--- config.mk ---
export PLATFORM = sky130hd
export DESIGN_NAME = murmur2_hash32_flat
export DESIGN_NICKNAME = d
export VERILOG_FILES = /design/src/hdl/m2h_pkg.sv /design/src/hdl/m2h_in_if.sv /design/src/hdl/m2h_out_if.sv /design/src/hdl/m2h_fifo.sv /design/src/hdl/m2h_front.sv /design/src/hdl/m2h_back.sv /design/src/hdl/murmur2_hash32.sv /design/src/flat_wrapper.sv
export SDC_FILE = /design/constraint.sdc
export NUM_CORES = 1
export LEC_CHECK = 0
export CAP_MARGIN = 20
export CORE_ASPECT_RATIO = 2
export CORE_MARGIN = 3
export CORE_UTILIZATION = 55
export CTS_CLUSTER_DIAMETER = 150
export DETAILED_ROUTE_END_ITERATION = 10
export DONT_BUFFER_PORTS = 1
export GPL_TIMING_DRIVEN = 0
export PLACE_DENSITY = 0.7
export SYNTH_ARGS = -nofsm -noshare
export SYNTH_HDL_FRONTEND = slang
export SYNTH_SLANG_ARGS = --single-unit
--- constraint.sdc ---
create_clock -name clk_i -period 10.7 [get_ports clk_i]
set_clock_uncertainty 0.15 [all_clocks]
set_input_delay 0.535 -clock clk_i [delete_from_list [all_inputs] [get_ports clk_i]]
set_output_delay 0.535 -clock clk_i [all_outputs]
set_load 0.01 [all_outputs]
--- src/hdl/m2h_pkg.sv ---
`timescale 1ns / 1ps

package m2h_pkg;

  // Hash constants
  localparam logic [31:0] MixMul    = 32'h5bd1e995;
  localparam int unsigned WordShift = 24;
  localparam int unsigned FinShiftA = 13;
  localparam int unsigned FinShiftB = 15;

  // Queue between the front and the back end
  localparam int unsigned QDepth = 2;
  localparam int unsigned QPtrW  = (QDepth > 1) ? $clog2(QDepth) : 1;
  localparam int unsigned QCntW  = $clog2(QDepth + 1);

  // What the back end has to do with one word
  typedef enum logic [1:0] {
    KIND_EMPTY,
    KIND_TAIL,
    KIND_FULL
  } kind_e;

  typedef struct packed {
    kind_e       kind;
    logic        first;
    logic        last;
    logic [31:0] word;
    logic [31:0] start;
  } item_t;

  typedef enum logic [2:0] {
    ST_IDLE,
    ST_K1,
    ST_K2,
    ST_HMIX,
    ST_TAIL,
    ST_FIN,
    ST_OUT
  } state_e;

endpackage

--- src/hdl/m2h_in_if.sv ---
`timescale 1ns / 1ps

interface m2h_in_if;
  logic        valid;
  logic        ready;
  logic [31:0] data_word;
  logic [2:0]  bytes_valid;
  logic        is_last;
  logic [31:0] message_length;

  modport source (output valid, output data_word, output bytes_valid,
                  output is_last, output message_length, input ready);
  modport sink   (input valid, input data_word, input bytes_valid,
                  input is_last, input message_length, output ready);
endinterface

--- src/hdl/m2h_out_if.sv ---
`timescale 1ns / 1ps

interface m2h_out_if;
  logic        valid;
  logic        ready;
  logic [31:0] hash_value;

  modport source (output valid, output hash_value, input ready);
  modport sink   (input valid, input hash_value, output ready);
endinterface

--- src/hdl/m2h_fifo.sv ---
`timescale 1ns / 1ps

module m2h_fifo (
  input  logic           clk_i,
  input  logic           rst_ni,
  input  logic           push_i,
  input  m2h_pkg::item_t push_data_i,
  output logic           full_o,
  input  logic           pop_i,
  output m2h_pkg::item_t pop_data_o,
  output logic           empty_o
);
  import m2h_pkg::*;

  item_t             mem_q [QDepth];
  logic [QPtrW-1:0]  wr_ptr_q, wr_ptr_d;
  logic [QPtrW-1:0]  rd_ptr_q, rd_ptr_d;
  logic [QCntW-1:0]  cnt_q, cnt_d;
  logic              do_push, do_pop;

  assign full_o     = (cnt_q == QCntW'(QDepth));
  assign empty_o    = (cnt_q == '0);
  assign pop_data_o = mem_q[rd_ptr_q];
  assign do_push    = push_i && !full_o;
  assign do_pop     = pop_i && !empty_o;

  // pointer and fill count update
  always_comb begin
    wr_ptr_d = wr_ptr_q;
    rd_ptr_d = rd_ptr_q;
    cnt_d    = cnt_q;
    if (do_push) begin
      wr_ptr_d = (wr_ptr_q == QPtrW'(QDepth - 1)) ? '0 : wr_ptr_q + 1'b1;
    end
    if (do_pop) begin
      rd_ptr_d = (rd_ptr_q == QPtrW'(QDepth - 1)) ? '0 : rd_ptr_q + 1'b1;
    end
    if (do_push && !do_pop) begin
      cnt_d = cnt_q + 1'b1;
    end else if (do_pop && !do_push) begin
      cnt_d = cnt_q - 1'b1;
    end
  end

  always_ff @(posedge clk_i or negedge rst_ni) begin
    if (!rst_ni) begin
      wr_ptr_q <= '0;
      rd_ptr_q <= '0;
      cnt_q    <= '0;
    end else begin
      wr_ptr_q <= wr_ptr_d;
      rd_ptr_q <= rd_ptr_d;
      cnt_q    <= cnt_d;
    end
  end

  // entry storage, no reset needed
  always_ff @(posedge clk_i) begin
    if (do_push) begin
      mem_q[wr_ptr_q] <= push_data_i;
    end
  end

endmodule

--- src/hdl/m2h_front.sv ---
`timescale 1ns / 1ps

module m2h_front (
  input  logic           clk_i,
  input  logic           rst_ni,
  input  logic           cfg_we_i,
  input  logic [31:0]    cfg_data_i,
  m2h_in_if.sink         in_i,
  output logic           push_o,
  output m2h_pkg::item_t push_data_o,
  input  logic           full_i
);
  import m2h_pkg::*;

  logic [31:0] seed_q;
  logic        in_msg_q, in_msg_d;
  logic [31:0] mask;
  kind_e       kind;

  assign in_i.ready = !full_i;
  assign push_o     = in_i.valid && !full_i;

  // seed register
  always_ff @(posedge clk_i or negedge rst_ni) begin
    if (!rst_ni) begin
      seed_q <= '0;
    end else if (cfg_we_i) begin
      seed_q <= cfg_data_i;
    end
  end

  // classify by byte count; oversized counts act as a full word
  always_comb begin
    unique case (in_i.bytes_valid) inside
      3'd0: begin
        kind = KIND_EMPTY;
        mask = 32'h0000_0000;
      end
      3'd1: begin
        kind = KIND_TAIL;
        mask = 32'h0000_00ff;
      end
      3'd2: begin
        kind = KIND_TAIL;
        mask = 32'h0000_ffff;
      end
      3'd3: begin
        kind = KIND_TAIL;
        mask = 32'h00ff_ffff;
      end
      [3'd4:3'd7]: begin
        kind = KIND_FULL;
        mask = 32'hffff_ffff;
      end
      default: begin
        kind = KIND_FULL;
        mask = 32'hffff_ffff;
      end
    endcase
  end

  always_comb begin
    push_data_o.kind  = kind;
    push_data_o.first = !in_msg_q;
    push_data_o.last  = in_i.is_last;
    push_data_o.word  = in_i.data_word & mask;
    push_data_o.start = seed_q ^ in_i.message_length;
  end

  // message tracking: next transfer after a last one starts a new message
  assign in_msg_d = push_o ? !in_i.is_last : in_msg_q;

  always_ff @(posedge clk_i or negedge rst_ni) begin
    if (!rst_ni) begin
      in_msg_q <= 1'b0;
    end else begin
      in_msg_q <= in_msg_d;
    end
  end

endmodule

--- src/hdl/m2h_back.sv ---
`timescale 1ns / 1ps

module m2h_back (
  input  logic           clk_i,
  input  logic           rst_ni,
  input  m2h_pkg::item_t pop_data_i,
  input  logic           empty_i,
  output logic           pop_o,
  m2h_out_if.source      out_o
);
  import m2h_pkg::*;

  state_e      state_q, state_d;
  logic [31:0] h_q, h_d;
  logic [31:0] k_q, k_d;
  logic [31:0] w_q, w_d;
  logic        last_q, last_d;
  logic        out_valid_q, out_valid_d;
  logic [31:0] out_hash_q;
  logic        load_out;
  logic        out_free;
  logic [31:0] mul_a;
  logic [31:0] prod;

  assign out_free = !out_valid_q || out_o.ready;

  // shared constant multiplier, low 32 bits
  assign prod = mul_a * MixMul;

  // next state
  always_comb begin
    state_d = state_q;
    unique case (state_q)
      ST_IDLE: begin
        if (!empty_i) begin
          unique case (pop_data_i.kind)
            KIND_FULL:  state_d = ST_K1;
            KIND_TAIL:  state_d = ST_TAIL;
            KIND_EMPTY: state_d = pop_data_i.last ? ST_FIN : ST_IDLE;
            default:    state_d = ST_IDLE;
          endcase
        end
      end
      ST_K1:   state_d = ST_K2;
      ST_K2:   state_d = ST_HMIX;
      ST_HMIX: state_d = last_q ? ST_FIN : ST_IDLE;
      ST_TAIL: state_d = last_q ? ST_FIN : ST_IDLE;
      ST_FIN:  state_d = ST_OUT;
      ST_OUT:  state_d = out_free ? ST_IDLE : ST_OUT;
      default: state_d = ST_IDLE;
    endcase
  end

  // datapath control per state
  always_comb begin
    pop_o    = 1'b0;
    load_out = 1'b0;
    mul_a    = h_q;
    h_d      = h_q;
    k_d      = k_q;
    w_d      = w_q;
    last_d   = last_q;
    unique case (state_q)
      ST_IDLE: begin
        if (!empty_i) begin
          pop_o  = 1'b1;
          h_d    = pop_data_i.first ? pop_data_i.start : h_q;
          w_d    = pop_data_i.word;
          last_d = pop_data_i.last;
        end
      end
      ST_K1: begin
        mul_a = w_q;
        k_d   = prod;
      end
      ST_K2: begin
        mul_a = k_q ^ (k_q >> WordShift);
        k_d   = prod;
      end
      ST_HMIX: begin
        mul_a = h_q;
        h_d   = prod ^ k_q;
      end
      ST_TAIL: begin
        mul_a = h_q ^ w_q;
        h_d   = prod;
      end
      ST_FIN: begin
        mul_a = h_q ^ (h_q >> FinShiftA);
        h_d   = prod;
      end
      ST_OUT: begin
        load_out = out_free;
      end
      default: begin
        mul_a = h_q;
      end
    endcase
  end

  // output register
  always_comb begin
    if (load_out) begin
      out_valid_d = 1'b1;
    end else if (out_o.ready) begin
      out_valid_d = 1'b0;
    end else begin
      out_valid_d = out_valid_q;
    end
  end

  always_ff @(posedge clk_i or negedge rst_ni) begin
    if (!rst_ni) begin
      state_q     <= ST_IDLE;
      out_valid_q <= 1'b0;
      last_q      <= 1'b0;
    end else begin
      state_q     <= state_d;
      out_valid_q <= out_valid_d;
      last_q      <= last_d;
    end
  end

  always_ff @(posedge clk_i) begin
    h_q <= h_d;
    k_q <= k_d;
    w_q <= w_d;
    if (load_out) begin
      out_hash_q <= h_q ^ (h_q >> FinShiftB);
    end
  end

  assign out_o.valid      = out_valid_q;
  assign out_o.hash_value = out_hash_q;

endmodule

--- src/hdl/murmur2_hash32.sv ---
`timescale 1ns / 1ps
// Channel | Dir | Payload                                            | Handshake
// in_i    | in  | data_word, bytes_valid, is_last, message_length    | valid/ready
// out_o   | out | hash_value                                         | valid/ready
// cfg     | in  | cfg_data_i (hash_seed)                             | cfg_we_i
//
// Back end states per item: full word IDLE, K1, K2, HMIX; tail IDLE, TAIL; empty
// IDLE only; a last item adds FIN and OUT plus any wait on out_o. All mixing steps
// share one 32x32 constant multiplier in the back end.
// A 2-entry queue lets the front take items while the back end is busy.
// rst_ni clears the seed to 0, the queue, the sequencer and the result valid.

module murmur2_hash32 (
  input  logic        clk_i,
  input  logic        rst_ni,
  input  logic        cfg_we_i,
  input  logic [31:0] cfg_data_i,
  m2h_in_if.sink      in_i,
  m2h_out_if.source   out_o
);
  import m2h_pkg::*;

  item_t push_data;
  item_t pop_data;
  logic  push;
  logic  pop;
  logic  full;
  logic  empty;

  m2h_front u_front (
    .clk_i       (clk_i),
    .rst_ni      (rst_ni),
    .cfg_we_i    (cfg_we_i),
    .cfg_data_i  (cfg_data_i),
    .in_i        (in_i),
    .push_o      (push),
    .push_data_o (push_data),
    .full_i      (full)
  );

  m2h_fifo u_fifo (
    .clk_i       (clk_i),
    .rst_ni      (rst_ni),
    .push_i      (push),
    .push_data_i (push_data),
    .full_o      (full),
    .pop_i       (pop),
    .pop_data_o  (pop_data),
    .empty_o     (empty)
  );

  m2h_back u_back (
    .clk_i      (clk_i),
    .rst_ni     (rst_ni),
    .pop_data_i (pop_data),
    .empty_i    (empty),
    .pop_o      (pop),
    .out_o      (out_o)
  );

endmodule

--- src/flat_wrapper.sv ---
// flat-port wrapper written by rule: the top's interface ports become plain ports
module murmur2_hash32_flat import m2h_pkg::*;
  (clk_i, rst_ni, cfg_we_i, cfg_data_i, in_i_valid, in_i_data_word, in_i_bytes_valid, in_i_is_last, in_i_message_length, in_i_ready, out_o_valid, out_o_hash_value, out_o_ready);
  m2h_in_if in_i_i ();
  m2h_out_if out_o_i ();
  input  logic clk_i;
  input  logic rst_ni;
  input  logic cfg_we_i;
  input  logic [31:0] cfg_data_i;
  input wire logic [$bits(in_i_i.valid)-1:0] in_i_valid;
  input wire logic [$bits(in_i_i.data_word)-1:0] in_i_data_word;
  input wire logic [$bits(in_i_i.bytes_valid)-1:0] in_i_bytes_valid;
  input wire logic [$bits(in_i_i.is_last)-1:0] in_i_is_last;
  input wire logic [$bits(in_i_i.message_length)-1:0] in_i_message_length;
  output wire logic [$bits(in_i_i.ready)-1:0] in_i_ready;
  output wire logic [$bits(out_o_i.valid)-1:0] out_o_valid;
  output wire logic [$bits(out_o_i.hash_value)-1:0] out_o_hash_value;
  input wire logic [$bits(out_o_i.ready)-1:0] out_o_ready;
  assign in_i_i.valid = in_i_valid;
  assign in_i_i.data_word = in_i_data_word;
  assign in_i_i.bytes_valid = in_i_bytes_valid;
  assign in_i_i.is_last = in_i_is_last;
  assign in_i_i.message_length = in_i_message_length;
  assign in_i_ready = in_i_i.ready;
  assign out_o_valid = out_o_i.valid;
  assign out_o_hash_value = out_o_i.hash_value;
  assign out_o_i.ready = out_o_ready;
  murmur2_hash32 u_core (.clk_i(clk_i), .rst_ni(rst_ni), .cfg_we_i(cfg_we_i), .cfg_data_i(cfg_data_i), .in_i(in_i_i), .out_o(out_o_i));
endmodule
; Yosys cells after proc, flatten, opt, wreduce, memory -nomap -nowiden
; Memories as Yosys holds them, arrays and structs flattened.
; Cells that the tools add are included.
[totals]
reg_bits = 170
latchBits = 0
mem_bits_rw = 136
rom_bits = 0
input_bits = 105
out_inout_bits = 34
memories = 1
[memory_table]
columns = memory, words, word_bits, rd, rd_clocked_by_memory_dff, write_ports, line_no
row1 = u_core.u_fifo.mem_q, 2, 68, 1, 0, 1, m2h_fifo.sv:15  ; item_t mem_q [QDepth];
[op_classes]
n_addsub = 4
mul = 1
div_mod_pow = 0
magnitude_cmp = 0
eq_ne = 14
shift = 0
mux = 23
n_bitwise = 8
n_reduce_logical = 26
[ops]
columns = op, count
row1 = 32-bit one-hot mux with 4 select lines, 2
row2 = 32-bit one-hot mux with 3 select lines, 1
row3 = 32-bit XOR, 3
row4 = 32-bit 2-to-1 mux, 2
row5 = 32-bit bitwise AND, 1
row6 = "32-bit by 31-bit multiplier with 32-bit output, second input constant", 1
row7 = 32-bit by 17-bit XOR with 32-bit output, 1
row8 = 32-bit by 19-bit XOR with 32-bit output, 1
row9 = 32-bit by 8-bit XOR with 32-bit output, 1
row10 = 3-bit one-hot mux with 6 select lines, 1
row11 = "3-bit by 2-bit equality test with 1-bit output, second input constant", 4
row12 = 3-bit 2-to-1 mux, 4
row13 = "3-bit equality test, second input constant", 3
row14 = 1-bit 2-to-1 mux, 9
row15 = 3-bit one-hot mux with 3 select lines, 1
row16 = 1-bit logical NOT, 7
row17 = "3-bit by 1-bit equality test with 1-bit output, second input constant", 2
row18 = 3-bit logical NOT, 2
row19 = 2-bit OR reduction, 3
row20 = 1-bit logical AND, 5
row21 = "2-bit equality test, second input constant", 2
row22 = 2-bit logical NOT, 2
row23 = 2-bit 2-to-1 mux, 2
row24 = "2-bit != test, second input constant", 2
row25 = 12 further kinds, 14

; Logic depth before layout (Yosys ltp)
[depth]
ltp_word = 8
ltp_mapped = 36
ltp_nobuf = 33

; Cells and area by module
; Synthesis repeated with hierarchy kept, for this count alone.
[unflattened]
hier_cells = 1903
area_unflattened_um2 = 22902.0
[by_module_without_submodules]
columns = mod, instances, cells_per_inst, area_per_inst_um2, seq_area_each_um2
row1 = m2h_back, 1, 1527, 15845.2, 3968.8
row2 = m2h_fifo, 1, 231, 5146.2, 4184.0
row3 = m2h_front, 1, 145, 1910.6, 825.8

; Worst setup path before layout
; Ideal clock, no wire load.
[synth_path]
path_type = register to register
from = register u_core.u_back.state_q[2]
to = register u_core.u_back.h_q[30] (data pin)
setup_time_ns = 0.274
arrival_ns = 8.004
required_time_ns = 10.276
slack_ns = 2.272
stages_incl_launch_ff = 36
path_buffers = 5
period_less_slack_ns = 8.428
path_cell_list = dfrtp_1 -> buf_2 -> buf_4 -> buf_2 -> clkbuf_1 -> nand2_1 -> nor2_1 -> o21ai_0 -> a21oi_1 -> a211o_1 -> inv_1 -> fa_1 -> inv_1 -> ha_1 -> inv_1 -> fa_1 -> fa_1 -> fa_1 -> inv_1 -> fa_1 -> fa_1 -> inv_1 -> fa_1 -> inv_1 -> ha_1 -> clkbuf_1 -> nor2b_1 -> o21a_1 -> o31a_1 -> o2111a_1 -> nor3_1 -> a2111oi_0 -> a211oi_1 -> inv_1 -> xnor2_1 -> o221ai_1
[synth_via]
elab_chain_cells = 5
word_cells_on_any_way = 11
cone_classes = 1 x mul / 5 x eq/ne / 2 x mux / 1 x bitwise / 2 x reduce/logical
[synth_rtl]
columns = item, line_no
row1 = "start, declared", m2h_back.sv:13  ; state_e state_q, state_d;
row2 = "start signal, assigned", m2h_back.sv:118  ; state_q <= state_d;
row3 = "3-bit equality test, or another cell as far along", m2h_back.sv:63  ; unique case (state_q)
row4 = 32-bit one-hot mux with 4 select lines *, m2h_back.sv:63
row5 = 32-bit by 31-bit multiplier with 32-bit output *, m2h_back.sv:28  ; assign prod = mul_a * MixMul;
row6 = via u_core.u_back.prod[30], m2h_back.sv:23  ; logic [31:0] prod;
row7 = 32-bit XOR, m2h_back.sv:82  ; h_d = prod ^ k_q;
row8 = 32-bit one-hot mux with 3 select lines *, m2h_back.sv:63
row9 = via u_core.u_back.h_d[30], m2h_back.sv:14  ; logic [31:0] h_q, h_d;
row10 = "end signal, assigned", m2h_back.sv:125  ; h_q <= h_d;
row11 = "end, declared", m2h_back.sv:14
; Mark *: on every way through the listed nets, which the timed path passes. The rest lies on a longest branch.
; A chain may end at the register's enable or synchronous reset.

; Worst setup path after layout
[layout_path]
from = register u_core.u_back.state_q[2]
to = register u_core.u_back.h_q[29] (data pin)
[layout_via]
elab_chain_cells = 5
word_cells_on_any_way = 11
cone_classes = 1 x mul / 5 x eq/ne / 2 x mux / 1 x bitwise / 2 x reduce/logical
[layout_rtl]
columns = item, line_no
row1 = "3-bit equality test, or another cell as far along", m2h_back.sv:63
row2 = 32-bit one-hot mux with 4 select lines *, m2h_back.sv:63
row3 = via u_core.u_back.mul_a[0], m2h_back.sv:22  ; logic [31:0] mul_a;
row4 = 32-bit by 31-bit multiplier with 32-bit output *, m2h_back.sv:28
row5 = via u_core.u_back.prod[29], m2h_back.sv:23
row6 = 32-bit XOR, m2h_back.sv:82
row7 = 32-bit one-hot mux with 3 select lines *, m2h_back.sv:63
row8 = via u_core.u_back.h_d[29], m2h_back.sv:14
; Marks and branches as above.

==> impl_metrics.json <==
{
  "outcome": "finished clean",
  "start_util": 0.557,
  "fp.dieH_um": 294,
  "cts-root-buf": "clkbuf_16",
  "final.setup.tns_ns": 0,
  "setup_viol": 0,
  "crit_arrival_ns": 10.39,
  "vias": 15100,
  "track_usage": 0.311,
  "dp_hpwl_um": 54400,
  "dieArea_mm2": 0.0442,
  "core_mm2": 0.0410,
  "hold_class": "in -> reg",
  "syn_nets": 2482,
  "avgRoutedWirePerCell_um": 25.8,
  "io_pins": 139,
  "tightest_slew_ns": 1.05,
  "fp-row-count": 105,
  "synth_edf_count": 264,
  "drv_cap": 0,
  "ys.flop_type": "edfxtp_1",
  "final_cell_mix": "inv_1 (381), edfxtp_1 (264), ha_1 (217)",
  "drtAntennaViolNets": 0,
  "period_needed_ns": 10.25,
  "first_iter_violations": 844,
  "final_core_util": 0.609,
  "gr-total-overflow": 0,
  "place_congestion": 1.01,
  "max_stage_delay_ns": 0.95,
  "antenna_found_initial": 0,
  "cp_max_fo": 13,
  "numPortBuffers": 0,
  "grt_pass1_wl_um": 99500,
  "cts_buffer_depth": 3,
  "grt_max_degree": 43,
  "crit_slowest_cell": "a221oi_1",
  "viasPerCell": 5.82,
  "yosysUniqueCellTypes": 74,
  "hold_slack_ns": 0.0230,
  "synth_top_area_cell": "edfxtp_1",
  "max_slew_margin": 0.303,
  "grt_pass1_vias": 16600,
  "cts_htree_levels": 1,
  "dr.pass1.iters": 6,
  "cts_tree": "done",
  "start_kind": "flop",
  "fmax_mhz": 97.6,
  "yosys-top-cells-area": "edfxtp_1 (35%), fa_1 (16%), ha_1 (12%)",
  "maxSlewViolCount": 0,
  "rsz0062_at_grt": "no",
  "avgSynthCellArea_um2": 11.5,
  "layout-drive-gt1-share": 0.0802,
  "drt-total-wl_um": 67100,
  "num_antenna_cells": 0,
  "fin_crit_sh": 0.958,
  "timing.final.hold_violations": 0,
  "crit_required_ns": 10.84,
  "critical_path_class": "reg -> reg",
  "clk_pin_slew_ns": 0.07,
  "die_w_um": 150,
  "critical_path.endpoint_type": "flop",
  "syn-cell-area_mm2": 0.0228,
  "postSynthCellCount": 1979,
  "yosysSeqAreaShare": 0.393,
  "yosysWarnings": 0,
  "cp_common_cell": "fa_1",
  "worstSkewPairLatency_ns": 0.54,
  "yosysTopAreaCellShare": 0.347,
  "final_common_cell": "inv_1",
  "postSynth.asyncResetShare": 0.137,
  "drc": 0,
  "area_growth_pct": 9.23,
  "cts_inserted_buffers": 24,
  "ys_seq_elements": 306,
  "cts.sinks": 306,
  "nets": 2554
}
==> layer usage <==
metal | share of wire | GRT usage | vias to the layer above | wire (µm)
li1 | - | - | 6819 | -
met1 | 0.31 | 0.296 | 7450 | 20800
met2 | 0.52 | 0.558 | 614 | 35100
met3 | 0.044 | 0.0388 | 262 | 2940
met4 | 0.12 | 0.296 | 0 | 8270
met5 | 0 | 0 | - | 0
==> repair_timing <==
action,4_1_cts,5_1_grt
hold buffers,34,0
hold endpoints to repair,76,0
setup endpoints to repair,0,5
buffers inserted,0,3
gates resized for setup,0,8
==> Yosys cell counts (4+ instances only) <==
master and instances:
fa_1 181, and2_1 12, dfrtp_1 42, nor3b_1 6, o311ai_0 5, mux2_2 74, edfxtp_1 264, nor4b_1 4
o21ai_0 83, or3_1 9, o22ai_1 16, nor3_1 22, mux2i_1 40, mux2_1 4, a21o_1 11, inv_1 384
o31a_1 5, nor2b_1 32, buf_1 11, o21a_1 6, a211o_1 7, a21oi_1 80, o211ai_1 12, nand2b_1 16
xor2_1 74, a22o_1 6, ha_1 217, nand2_1 74, or2_2 4, o21ai_1 6, a22oi_1 5, o221ai_1 8
xnor2_1 59, a21boi_0 7, buf_2 9, nor2_1 60, nand4_1 4, clkbuf_1 42, xnor3_1 4, a211oi_1 6
nand3_1 17
==> final timing paths <==
| check | endpoint | slack (ns) | cells after the start | from |
|---|---|---|---|---|
| setup / recovery | u_core.u_back.h_q[29] | 0.45 | 30 | u_core.u_back.state_q[2] |
| hold / removal | u_core.u_front.seed_q[11] | 0.02 | 1 | cfg_data_i[11] |
| setup reg to reg | u_core.u_back.h_q[29] | 0.45 | 30 | u_core.u_back.state_q[2] |
| hold reg to reg | u_core.u_front.in_msg_q | 0.35 | 2 | u_core.u_front.in_msg_q |
| max in group asynchronous | u_core.u_front.seed_q[4] | 9.82 | 2 | rst_ni |
| min in group asynchronous | u_core.u_front.seed_q[27] | 0.35 | 2 | rst_ni |
==> state kept, by name, indices dropped and copies added (netlist names) <==
signal / count
u_core.u_back.h_q: 32
u_core.u_back.k_q: 32
u_core.u_back.last_q: 1
u_core.u_back.out_o.hash_value: 32
u_core.u_back.out_o.valid: 1
u_core.u_back.state_q: 3
u_core.u_back.w_q: 32
u_core.u_fifo.cnt_q: 2
u_core.u_fifo.mem_q: 136
u_core.u_fifo.rd_ptr_q: 1
u_core.u_fifo.wr_ptr_q: 1
u_core.u_front.in_msg_q: 1
u_core.u_front.seed_q: 32
==> per-stage QoR <==
stage | area, µm² | std cells | setup slack, ns
floorplan | 22800 | 1979 | 2.27
global placement | 23500 | 2514 | -0.393
global route | 25000 | 2604 | 0.0269
finish | 25000 | 2604 | 0.450
CTS | 24900 | 2601 | 0.178
detailed placement | 23700 | 2523 | 0.223
==> worst max-delay path, delay by kind of cell, from the launching register on <==
kind            cells  cell delay, ns
simple gates        4            0.77
flops               1            0.46
fa+ha+maj           9            3.98
xor+xnor            1            0.36
compound gates      7            2.49
buf+inv             9            1.78
==> kinds of logic after synthesis <==
| logic type | count (synthesis) | synth area share |
|---|---|---|
| AO/OA/AOI/OAI | 297 | 0.0833 |
| AND/OR/NAND/NOR | 271 | 0.0589 |
| adder cells (fa/ha/maj) | 398 | 0.277 |
| flip-flops | 306 | 0.393 |
| multiplexers | 118 | 0.0560 |
| XOR/XNOR | 139 | 0.0567 |
| buffers and inverters | 450 | 0.0747 |
==> final cells by class <==
class	instances	area, µm²
fillers	3324	16000
clock buffers	33	696
well taps	535	669
flip-flops and latches	306	8980
inverters	386	1450
plain buffers	64	260
multi-input cells	1223	12200
clock inverters	11	169
repair buffers	46	524
Power is not shown: default switching activity piles up to over one toggle a cycle in this logic, so the estimate is an artifact.
